<file path="config.mk">
export PLATFORM = sky130hd
export DESIGN_NAME = ntt_twiddle_table_generator_top_flat
export DESIGN_NICKNAME = d
export VERILOG_FILES = /design/src/ntg_pkg.sv /design/src/ntg_if.sv /design/src/ntt_twiddle_table_generator_top.sv /design/src/flat_wrapper.sv
export SDC_FILE = /design/constraint.sdc
export NUM_CORES = 2
export LEC_CHECK = 0
export ABC_AREA = 1
export ABC_CLOCK_PERIOD_IN_PS = 8600
export BUFFER_PORTS_ARGS = -buffer_cell sky130_fd_sc_hd__buf_2
export CAP_MARGIN = 20
export CORE_ASPECT_RATIO = 1.1
export CORE_UTILIZATION = 25
export CTS_CLUSTER_SIZE = 24
export DETAILED_ROUTE_END_ITERATION = 10
export REMOVE_ABC_BUFFERS = 1
export SLEW_MARGIN = 20
export SYNTH_ARGS = -nofsm -noshare
export SYNTH_HDL_FRONTEND = slang
export SYNTH_SLANG_ARGS = --single-unit
</file>
<file path="constraint.sdc">
create_clock -name clk_i -period 8.6 [get_ports clk_i]
set_clock_uncertainty 0.15 [all_clocks]
set_input_delay 0.86 -clock clk_i [delete_from_list [all_inputs] [get_ports clk_i]]
set_output_delay 0.86 -clock clk_i [all_outputs]
set_load 0.005 [all_outputs]
</file>
<file path="src/ntg_pkg.sv">
// ----------------------------------------------------------------------------
// ntg_pkg
// Shared types, constants and helpers for the twiddle table generator.
// ----------------------------------------------------------------------------
package ntg_pkg;

  localparam int MAX_LOG_LEN = 12;
  localparam int COUNT_W     = MAX_LOG_LEN;
  localparam int WORD_W      = 32;
  localparam int DWORD_W     = 2 * WORD_W;
  localparam int LOG_W       = 4;
  localparam int POS_W       = 12;

  localparam logic [WORD_W-1:0] MODULUS_RST = 32'd268369921;
  localparam logic [WORD_W-1:0] ROOT_RST    = 32'd1;
  localparam logic [LOG_W-1:0]  LOG_LEN_RST = 4'd11;

  typedef enum logic [1:0] {
    REG_MODULUS = 2'd0,
    REG_ROOT    = 2'd1,
    REG_LOG_LEN = 2'd2,
    REG_HALVE   = 2'd3
  } cfg_reg_e;

  function automatic logic [COUNT_W-1:0] rev_bits(input logic [COUNT_W-1:0] v);
    logic [COUNT_W-1:0] r;
    for (int k = 0; k < COUNT_W; k++) begin
      r[k] = v[COUNT_W-1-k];
    end
    return r;
  endfunction

endpackage

</file>
<file path="src/ntg_if.sv">
// ----------------------------------------------------------------------------
// ntg_if
// Valid/ready stream channels of the twiddle table generator.
// ----------------------------------------------------------------------------
interface ntg_in_if;
  import ntg_pkg::*;

  logic valid;
  logic ready;
  logic restart;

  modport source (output valid, output restart, input ready);
  modport sink   (input valid, input restart, output ready);
endinterface

interface ntg_out_if;
  import ntg_pkg::*;

  logic                valid;
  logic                ready;
  logic [POS_W-1:0]    position;
  logic [WORD_W-1:0]   twiddle;
  logic [WORD_W-1:0]   scaled_twiddle;
  logic                last;

  modport source (output valid, output position, output twiddle, output scaled_twiddle,
                  output last, input ready);
  modport sink   (input valid, input position, input twiddle, input scaled_twiddle,
                  input last, output ready);
endinterface

</file>
<file path="src/ntt_twiddle_table_generator_top.sv">
// ----------------------------------------------------------------------------
// ntt_twiddle_table_generator_top
// Walks an NTT twiddle table one entry per input word: power of the root,
// optional halving, Shoup-scaled word and bit-reversed position.
// ----------------------------------------------------------------------------
//  channel  dir  payload                                      handshake
//  in_i     in   restart                                      valid/ready
//  out_o    out  position, twiddle, scaled_twiddle, last      valid/ready
//  cfg      in   cfg_we_i, cfg_idx_i, cfg_data_i              write strobe
//
//  a word on the final entry of the table is accepted, its power reduced, its
//  scaled word formed and the entry emitted; any other word then also has the
//  root reduced, one multiply and the product reduced, all on the shared one-bit
//  restoring divide step: 32 steps for the power, 32 for the scaled word, 32 for
//  the root and 64 for the product; in_i.ready is high only while the sequencer is idle
//  a stalled out_o holds the sequencer in its emit state
//  reset is asynchronous and active low; registers return to their reset values
// ----------------------------------------------------------------------------
module ntt_twiddle_table_generator_top (
  input  logic              clk_i,
  input  logic              rst_ni,
  input  logic              cfg_we_i,
  input  ntg_pkg::cfg_reg_e cfg_idx_i,
  input  logic [31:0]       cfg_data_i,
  ntg_in_if.sink            in_i,
  ntg_out_if.source         out_o
);
  import ntg_pkg::*;

  typedef enum logic [2:0] {
    S_IDLE,
    S_REDP,
    S_SCALE,
    S_EMIT,
    S_REDR,
    S_MUL,
    S_REDM
  } state_e;

  state_e              state_q, state_d;
  logic [WORD_W-1:0]   mod_q, mod_d;
  logic [WORD_W-1:0]   root_q, root_d;
  logic [LOG_W-1:0]    log_len_q, log_len_d;
  logic                halve_q, halve_d;

  logic [WORD_W-1:0]   power_q, power_d;
  logic [COUNT_W-1:0]  count_q, count_d;

  logic [WORD_W-1:0]   rem_q, rem_d;
  logic [DWORD_W-1:0]  div_q, div_d;
  logic [5:0]          step_q, step_d;
  logic [WORD_W-1:0]   pr_q, pr_d;
  logic [WORD_W-1:0]   rr_q, rr_d;
  logic [WORD_W-1:0]   val_q, val_d;
  logic [WORD_W-1:0]   scl_q, scl_d;

  logic                out_valid_q, out_valid_d;
  logic [POS_W-1:0]    out_pos_q, out_pos_d;
  logic [WORD_W-1:0]   out_tw_q, out_tw_d;
  logic [WORD_W-1:0]   out_scl_q, out_scl_d;
  logic                out_last_q, out_last_d;

  // shared divide step
  logic [WORD_W:0]     rem_sh;
  logic [WORD_W:0]     rem_sub;
  logic                ge;
  logic [WORD_W-1:0]   rem_new;
  logic [DWORD_W-1:0]  div_new;
  logic [WORD_W-1:0]   mod_res;
  logic                mod_zero;

  logic [WORD_W:0]     half_sum;
  logic [WORD_W-1:0]   halved;

  logic [LOG_W-1:0]    eff_log;
  logic [COUNT_W-1:0]  last_index;
  logic                is_last;
  logic [COUNT_W-1:0]  rev_v;
  logic [POS_W-1:0]    position;

  assign mod_zero = (mod_q == '0);
  assign rem_sh   = {rem_q, div_q[DWORD_W-1]};
  assign ge       = (rem_sh >= {1'b0, mod_q});
  assign rem_sub  = rem_sh - {1'b0, mod_q};
  assign rem_new  = ge ? rem_sub[WORD_W-1:0] : rem_sh[WORD_W-1:0];
  assign div_new  = {div_q[DWORD_W-2:0], ge};
  assign mod_res  = mod_zero ? '0 : rem_new;

  // halving mod q: an odd value takes q added first
  assign half_sum = {1'b0, mod_res} + {1'b0, mod_q};
  always_comb begin
    if (!halve_q) begin
      halved = mod_res;
    end else if (mod_res[0]) begin
      halved = half_sum[WORD_W:1];
    end else begin
      halved = {1'b0, mod_res[WORD_W-1:1]};
    end
  end

  assign eff_log    = (int'(log_len_q) > MAX_LOG_LEN) ? LOG_W'(MAX_LOG_LEN) : log_len_q;
  assign last_index = COUNT_W'(((COUNT_W+1)'(1) << eff_log) - (COUNT_W+1)'(1));
  assign is_last    = (count_q >= last_index);
  assign rev_v      = rev_bits(count_q & last_index) >> (COUNT_W - int'(eff_log));
  assign position   = POS_W'(rev_v);

  assign in_i.ready           = (state_q == S_IDLE);
  assign out_o.valid          = out_valid_q;
  assign out_o.position       = out_pos_q;
  assign out_o.twiddle        = out_tw_q;
  assign out_o.scaled_twiddle = out_scl_q;
  assign out_o.last           = out_last_q;

  always_comb begin
    state_d     = state_q;
    mod_d       = mod_q;
    root_d      = root_q;
    log_len_d   = log_len_q;
    halve_d     = halve_q;
    power_d     = power_q;
    count_d     = count_q;
    rem_d       = rem_q;
    div_d       = div_q;
    step_d      = step_q;
    pr_d        = pr_q;
    rr_d        = rr_q;
    val_d       = val_q;
    scl_d       = scl_q;
    out_valid_d = out_valid_q;
    out_pos_d   = out_pos_q;
    out_tw_d    = out_tw_q;
    out_scl_d   = out_scl_q;
    out_last_d  = out_last_q;

    if (cfg_we_i) begin
      unique case (cfg_idx_i)
        REG_MODULUS: mod_d     = cfg_data_i;
        REG_ROOT:    root_d    = cfg_data_i;
        REG_LOG_LEN: log_len_d = cfg_data_i[LOG_W-1:0];
        REG_HALVE:   halve_d   = cfg_data_i[0];
        default:     ;
      endcase
    end

    if (out_valid_q && out_o.ready) begin
      out_valid_d = 1'b0;
    end

    unique case (state_q)
      S_IDLE: begin
        if (in_i.valid) begin
          rem_d  = '0;
          step_d = 6'(WORD_W - 1);
          if (in_i.restart) begin
            power_d = WORD_W'(1);
            count_d = '0;
            div_d   = {WORD_W'(1), {WORD_W{1'b0}}};
          end else begin
            div_d   = {power_q, {WORD_W{1'b0}}};
          end
          state_d = S_REDP;
        end
      end
      S_REDP: begin
        rem_d  = rem_new;
        div_d  = div_new;
        step_d = step_q - 6'd1;
        if (step_q == '0) begin
          pr_d    = mod_res;
          val_d   = halved;
          // halved value stays below q, so it seeds the remainder directly
          rem_d   = halved;
          div_d   = '0;
          step_d  = 6'(WORD_W - 1);
          state_d = S_SCALE;
        end
      end
      S_SCALE: begin
        rem_d  = rem_new;
        div_d  = div_new;
        step_d = step_q - 6'd1;
        if (step_q == '0) begin
          scl_d   = mod_zero ? '0 : div_new[WORD_W-1:0];
          state_d = S_EMIT;
        end
      end
      S_EMIT: begin
        if (!out_valid_q || out_o.ready) begin
          out_valid_d = 1'b1;
          out_pos_d   = position;
          out_tw_d    = val_q;
          out_scl_d   = scl_q;
          out_last_d  = is_last;
          if (is_last) begin
            power_d = WORD_W'(1);
            count_d = '0;
            state_d = S_IDLE;
          end else begin
            rem_d   = '0;
            div_d   = {root_q, {WORD_W{1'b0}}};
            step_d  = 6'(WORD_W - 1);
            state_d = S_REDR;
          end
        end
      end
      S_REDR: begin
        rem_d  = rem_new;
        div_d  = div_new;
        step_d = step_q - 6'd1;
        if (step_q == '0) begin
          rr_d    = mod_res;
          state_d = S_MUL;
        end
      end
      S_MUL: begin
        div_d   = DWORD_W'(pr_q) * DWORD_W'(rr_q);
        rem_d   = '0;
        step_d  = 6'(DWORD_W - 1);
        state_d = S_REDM;
      end
      S_REDM: begin
        rem_d  = rem_new;
        div_d  = div_new;
        step_d = step_q - 6'd1;
        if (step_q == '0) begin
          power_d = mod_res;
          count_d = count_q + COUNT_W'(1);
          state_d = S_IDLE;
        end
      end
      default: state_d = S_IDLE;
    endcase
  end

  always_ff @(posedge clk_i or negedge rst_ni) begin
    if (!rst_ni) begin
      state_q     <= S_IDLE;
      mod_q       <= MODULUS_RST;
      root_q      <= ROOT_RST;
      log_len_q   <= LOG_LEN_RST;
      halve_q     <= 1'b0;
      power_q     <= WORD_W'(1);
      count_q     <= '0;
      rem_q       <= '0;
      div_q       <= '0;
      step_q      <= '0;
      pr_q        <= '0;
      rr_q        <= '0;
      val_q       <= '0;
      scl_q       <= '0;
      out_valid_q <= 1'b0;
      out_pos_q   <= '0;
      out_tw_q    <= '0;
      out_scl_q   <= '0;
      out_last_q  <= 1'b0;
    end else begin
      state_q     <= state_d;
      mod_q       <= mod_d;
      root_q      <= root_d;
      log_len_q   <= log_len_d;
      halve_q     <= halve_d;
      power_q     <= power_d;
      count_q     <= count_d;
      rem_q       <= rem_d;
      div_q       <= div_d;
      step_q      <= step_d;
      pr_q        <= pr_d;
      rr_q        <= rr_d;
      val_q       <= val_d;
      scl_q       <= scl_d;
      out_valid_q <= out_valid_d;
      out_pos_q   <= out_pos_d;
      out_tw_q    <= out_tw_d;
      out_scl_q   <= out_scl_d;
      out_last_q  <= out_last_d;
    end
  end

  // partial remainder stays below q throughout every divide
  a_rem_below_q: assert property (@(posedge clk_i) disable iff (!rst_ni)
    ((state_q == S_REDP || state_q == S_SCALE || state_q == S_REDR || state_q == S_REDM)
     && !mod_zero) |-> (rem_q < mod_q))
    else $error("divide remainder not below modulus");

  // a freshly emitted twiddle is reduced
  a_twiddle_reduced: assert property (@(posedge clk_i) disable iff (!rst_ni)
    $rose(out_valid_q) |-> (mod_zero || out_tw_q < mod_q))
    else $error("twiddle not below modulus");

  // leaving emit straight for idle only happens on the final entry, which rewinds the walk
  a_wrap_rewinds: assert property (@(posedge clk_i) disable iff (!rst_ni)
    (state_q == S_IDLE && $past(state_q) == S_EMIT) |->
      (count_q == '0 && power_q == WORD_W'(1) && out_last_q))
    else $error("walk not rewound after final entry");

  // a scaled word is only taken once the divider has finished its steps
  a_scale_done: assert property (@(posedge clk_i) disable iff (!rst_ni)
    (state_q == S_EMIT && $past(state_q) == S_SCALE) |-> ($past(step_q) == '0))
    else $error("scale divide cut short");

endmodule

</file>
<file path="src/flat_wrapper.sv">
// flat-port wrapper written by rule: the top's interface ports become plain ports
module ntt_twiddle_table_generator_top_flat import ntg_pkg::*;
  (clk_i, rst_ni, cfg_we_i, cfg_idx_i, cfg_data_i, in_i_valid, in_i_restart, in_i_ready, out_o_valid, out_o_position, out_o_twiddle, out_o_scaled_twiddle, out_o_last, out_o_ready);
  ntg_in_if in_i_i ();
  ntg_out_if out_o_i ();
  input  logic clk_i;
  input  logic rst_ni;
  input  logic cfg_we_i;
  input  ntg_pkg::cfg_reg_e cfg_idx_i;
  input  logic [31:0] cfg_data_i;
  input wire logic [$bits(in_i_i.valid)-1:0] in_i_valid;
  input wire logic [$bits(in_i_i.restart)-1:0] in_i_restart;
  output wire logic [$bits(in_i_i.ready)-1:0] in_i_ready;
  output wire logic [$bits(out_o_i.valid)-1:0] out_o_valid;
  output wire logic [$bits(out_o_i.position)-1:0] out_o_position;
  output wire logic [$bits(out_o_i.twiddle)-1:0] out_o_twiddle;
  output wire logic [$bits(out_o_i.scaled_twiddle)-1:0] out_o_scaled_twiddle;
  output wire logic [$bits(out_o_i.last)-1:0] out_o_last;
  input wire logic [$bits(out_o_i.ready)-1:0] out_o_ready;
  assign in_i_i.valid = in_i_valid;
  assign in_i_i.restart = in_i_restart;
  assign in_i_ready = in_i_i.ready;
  assign out_o_valid = out_o_i.valid;
  assign out_o_position = out_o_i.position;
  assign out_o_twiddle = out_o_i.twiddle;
  assign out_o_scaled_twiddle = out_o_i.scaled_twiddle;
  assign out_o_last = out_o_i.last;
  assign out_o_i.ready = out_o_ready;
  ntt_twiddle_table_generator_top u_core (.clk_i(clk_i), .rst_ni(rst_ni), .cfg_we_i(cfg_we_i), .cfg_idx_i(cfg_idx_i), .cfg_data_i(cfg_data_i), .in_i(in_i_i), .out_o(out_o_i));
endmodule
</file>
==> summary.md <==
| Metric | Value |
|---|---|
| Crit end category | `register` |
| Tmin final | `8.274 ns` |
| Max-cap violations | `0` |
| Slew Viols, Final | `0` |
| Post-Syn Area | `0.05692 sq mm` |
| Most common cell in the netlist | `nand2_1` |
| Rows | `183` |
| Vias in the first global route | `49390` |
| DRC viols | `0` |
| Synth top area cells | `fa_1 (32%), dfrtp_1 (18%), nand2_1 (13%)` |
| Status | `completed` |
| Yosys top cell area share | `0.3158` |
| Unrepaired setup endpoints after global routing | `no` |
| Final worst path period share | `0.9621` |
| Design area | `0.06305 sq mm` |
| CTS tree | `done` |
| Routed WL per cell | `17.64 um` |
| RR Startpoint | `u_core.rr_q[2]` |
| Vias | `46970` |
| Relative slew slack | `0.2306` |
| First-pass GRT wire length | `286.6 mm` |
| Final WL | `181.6 mm` |
| Grt total ovfl | `0` |
| P per Cell Area | `171.9 mW/mm^2` |
| Power, Total | `10.84 mW` |
| H-tree Lvls | `2` |
| Setup slack after layout | `0.3260 ns` |
| Iter 0 DRT Violations | `3479` |
| CTS root buf | `clkbuf_16` |
| Cells after DPL | `10200` |
| Worst R2R Setup Slack | `0.33 ns` |
| Synth warnings | `0` |
| Post-Syn Instances | `7344` |
| DRT Pass-1 Iters | `5` |
| Slew @ Worst Pin | `1.154 ns` |
| Antenna-violating nets left | `0` |
| CTS Buffer Depth | `3` |
| Mapped Avg Cell Area | `7.750 sq um` |
| Crit Path Max Fanout | `9` |
| Clk pin slew, worst setup/hold paths | `0.06 ns` |
| Nets | `8594` |
| GP Congestion | `0.9568` |
| EDFF count, synth | `0` |
| P_leak | `36.03 nW` |
| Most frequent cells after synthesis | `nand2_1 (1917), inv_1 (1892), fa_1 (898)` |
| Ys flop type | `dfrtp_1` |
| Initial antenna violation count | `6` |
| Endpoints failing setup | `0` |
| CP Launch Type | `register` |
| Clk sinks | `424` |
| Num CTS Buffers | `50` |
| Count of different cell masters after synthesis | `58` |
| Die ar. | `0.2296 sq mm` |
| Initial Util | `0.2516` |
| Largest net degree at the start of global routing | `125` |
| Clock latency on the worst-skew pair | `0.62 ns` |
| IO buf count | `118` |
| Setup CP Type | `reg2reg` |
| Peak supply drop | `0.2571 mV` |
| Max Clk Rate | `0.1209 GHz` |
| Ys async rst share | `1.000` |
| #FFs+latches synth | `424` |
| Post-synthesis sequential area ratio | `0.1868` |
| Share of layout cells above drive strength 1 | `0.06259` |
| DP Worst Slack | `0.2111 ns` |
| Utilization after layout | `0.2787` |
| Setup TNS | `0 ns` |
| Dpl cell area | `0.06130 sq mm` |
| Post-DP HPWL | `145.9 mm` |
| Hold WC Path Type | `in2async` |
| Area growth from synthesis to layout | `10.78%` |
| Area leader, netlist | `fa_1` |
| Final hold violations | `0` |
| Top Ports | `119` |
| Worst r2r path cells | `26` |
| Vias per inst | `4.562` |
| Data arrival time of the critical path | `8.59 ns` |
| Die Y | `502.4 um` |
| Core area | `0.2262 sq mm` |
| Finished Layout Cells | `10300` |
| Data required time of the worst path | `8.92 ns` |
| RR Endpoint | `u_core.div_q[55]` |
| WHS | `0.04403 ns` |
| GRT Util Overall | `0.1589` |
| Die X | `456.9 um` |
## registers in the layout, summed over array words and instances, names as in the netlist
signal	cells
u_core.count_q	12
u_core.div_q	64
u_core.halve_q	1
u_core.log_len_q	4
u_core.mod_q	32
u_core.out_o.last	1
u_core.out_o.position	12
u_core.out_o.scaled_twiddle	32
u_core.out_o.twiddle	32
u_core.out_o.valid	1
u_core.power_q	32
u_core.pr_q	32
u_core.rem_q	32
u_core.root_q	32
u_core.rr_q	32
u_core.scl_q	32
u_core.state_q	3
u_core.step_q	6
u_core.val_q	32
## routing by layer
metal,vias up,GRT usage,routed length [um]
li1,21560,-,-
met1,23660,0.2005,75150
met2,1475,0.2808,89640
met3,275,0.01506,9514
met4,2,0.05752,7311
met5,-,0,13
## cells by family (layout without fill, tap and decap cells)
family | count (synthesis) | count (layout) | share of synthesized area
adders and majority gates | 1258 | 1258 | 0.3950
buffers and inverters | 2272 | 2262 | 0.1502
and+or+nand+nor | 2396 | 2396 | 0.1668
AOI/OAI and AO/OA | 939 | 939 | 0.09274
other | 0 | 2 | 0
DFF | 424 | 424 | 0.1868
xor gates and xnor gates | 55 | 55 | 0.008463
## power breakdown
group	leakage (nW)	switching, mW	total (mW)	internal [mW]
sequential	5.64	0.233	2.56	2.33
clock	0.792	0.942	2.18	1.24
combinational	29.6	4.30	6.10	1.80
total	36.0	5.47	10.8	5.37
## worst max-delay path, cell delays in order, from the launching register on
cell and delay, ns:
dfrtp_1 0.77, nand2_1 0.30, fa_1 0.60, inv_1 0.05, fa_1 0.47, inv_1 0.05, fa_1 0.49, fa_1 0.55
inv_1 0.05, fa_1 0.48, fa_1 0.59, fa_1 0.46, fa_1 0.47, ha_1 0.46, nand2_1 0.13, nor2_1 0.21
inv_1 0.16, nor4_1 0.43, nand3_1 0.18, nand3_1 0.22, nand2_1 0.08, nand2_1 0.16, a21oi_1 0.08, o21ai_0 0.16
nand2_1 0.11, a21oi_1 0.16, o21ai_0 0.10
## placed cells by master, fill, tap and decap left out, types with 8 or more instances in the layout
cell / netlist / layout
a21boi_0: 9 / 9
a21oi_1: 258 / 258
a22oi_1: 27 / 27
a31oi_1: 25 / 25
buf_12: 0 / 24
buf_2: 12 / 117
buf_4: 1 / 128
clkbuf_1: 356 / 11
clkbuf_16: 0 / 51
clkbuf_8: 0 / 8
dfrtp_1: 406 / 391
dfrtp_2: 0 / 15
dfstp_2: 18 / 18
fa_1: 898 / 898
ha_1: 360 / 360
inv_1: 1892 / 1888
nand2_1: 1917 / 1916
nand2_2: 10 / 11
nand3_1: 129 / 127
nand4_1: 16 / 16
nor2_1: 236 / 231
nor3_1: 24 / 24
nor4_1: 11 / 11
o211ai_1: 27 / 27
o21a_1: 17 / 17
o21ai_0: 412 / 412
o21ai_1: 40 / 40
o21bai_1: 12 / 12
o221ai_1: 38 / 38
o22ai_1: 35 / 35
or2_2: 22 / 22
xnor2_1: 27 / 27
xor2_1: 28 / 28
## worst max path at each step
stage | startpoint | end | slack, ns | cells after the start
after detailed placement | u_core.rr_q[8] | u_core.div_q[55] | 0.21 | 27
after floorplan | u_core.rr_q[5] | u_core.div_q[56] | 1.53 | 31
after CTS | u_core.rr_q[8] | u_core.div_q[55] | 0.19 | 27
after global placement | u_core.rr_q[8] | u_core.div_q[55] | 0.16 | 29
after global routing | u_core.rr_q[4] | u_core.div_q[63] | 0.0007 | 27
final | u_core.rr_q[2] | u_core.div_q[55] | 0.33 | 26
## final cells by class
class / count / area, sq um
antenna: 2 / 5.005
clock buffer: 69 / 1403
clock inverter: 21 / 241.5
fill: 24470 / 163200
inverter: 1898 / 7127
multi-input combinational: 4648 / 37790
sequential: 424 / 10650
tap: 2960 / 3704
timing repair buffer: 274 / 2137
## what timing repair did
action / 4_1_cts / 5_1_grt
hold buffers: 0 / 0
setup endpoints to repair: 0 / 3
setup buffers: 0 / 0
gates resized for setup: 0 / 11
Note: power is estimated with default switching activity, not from simulation.
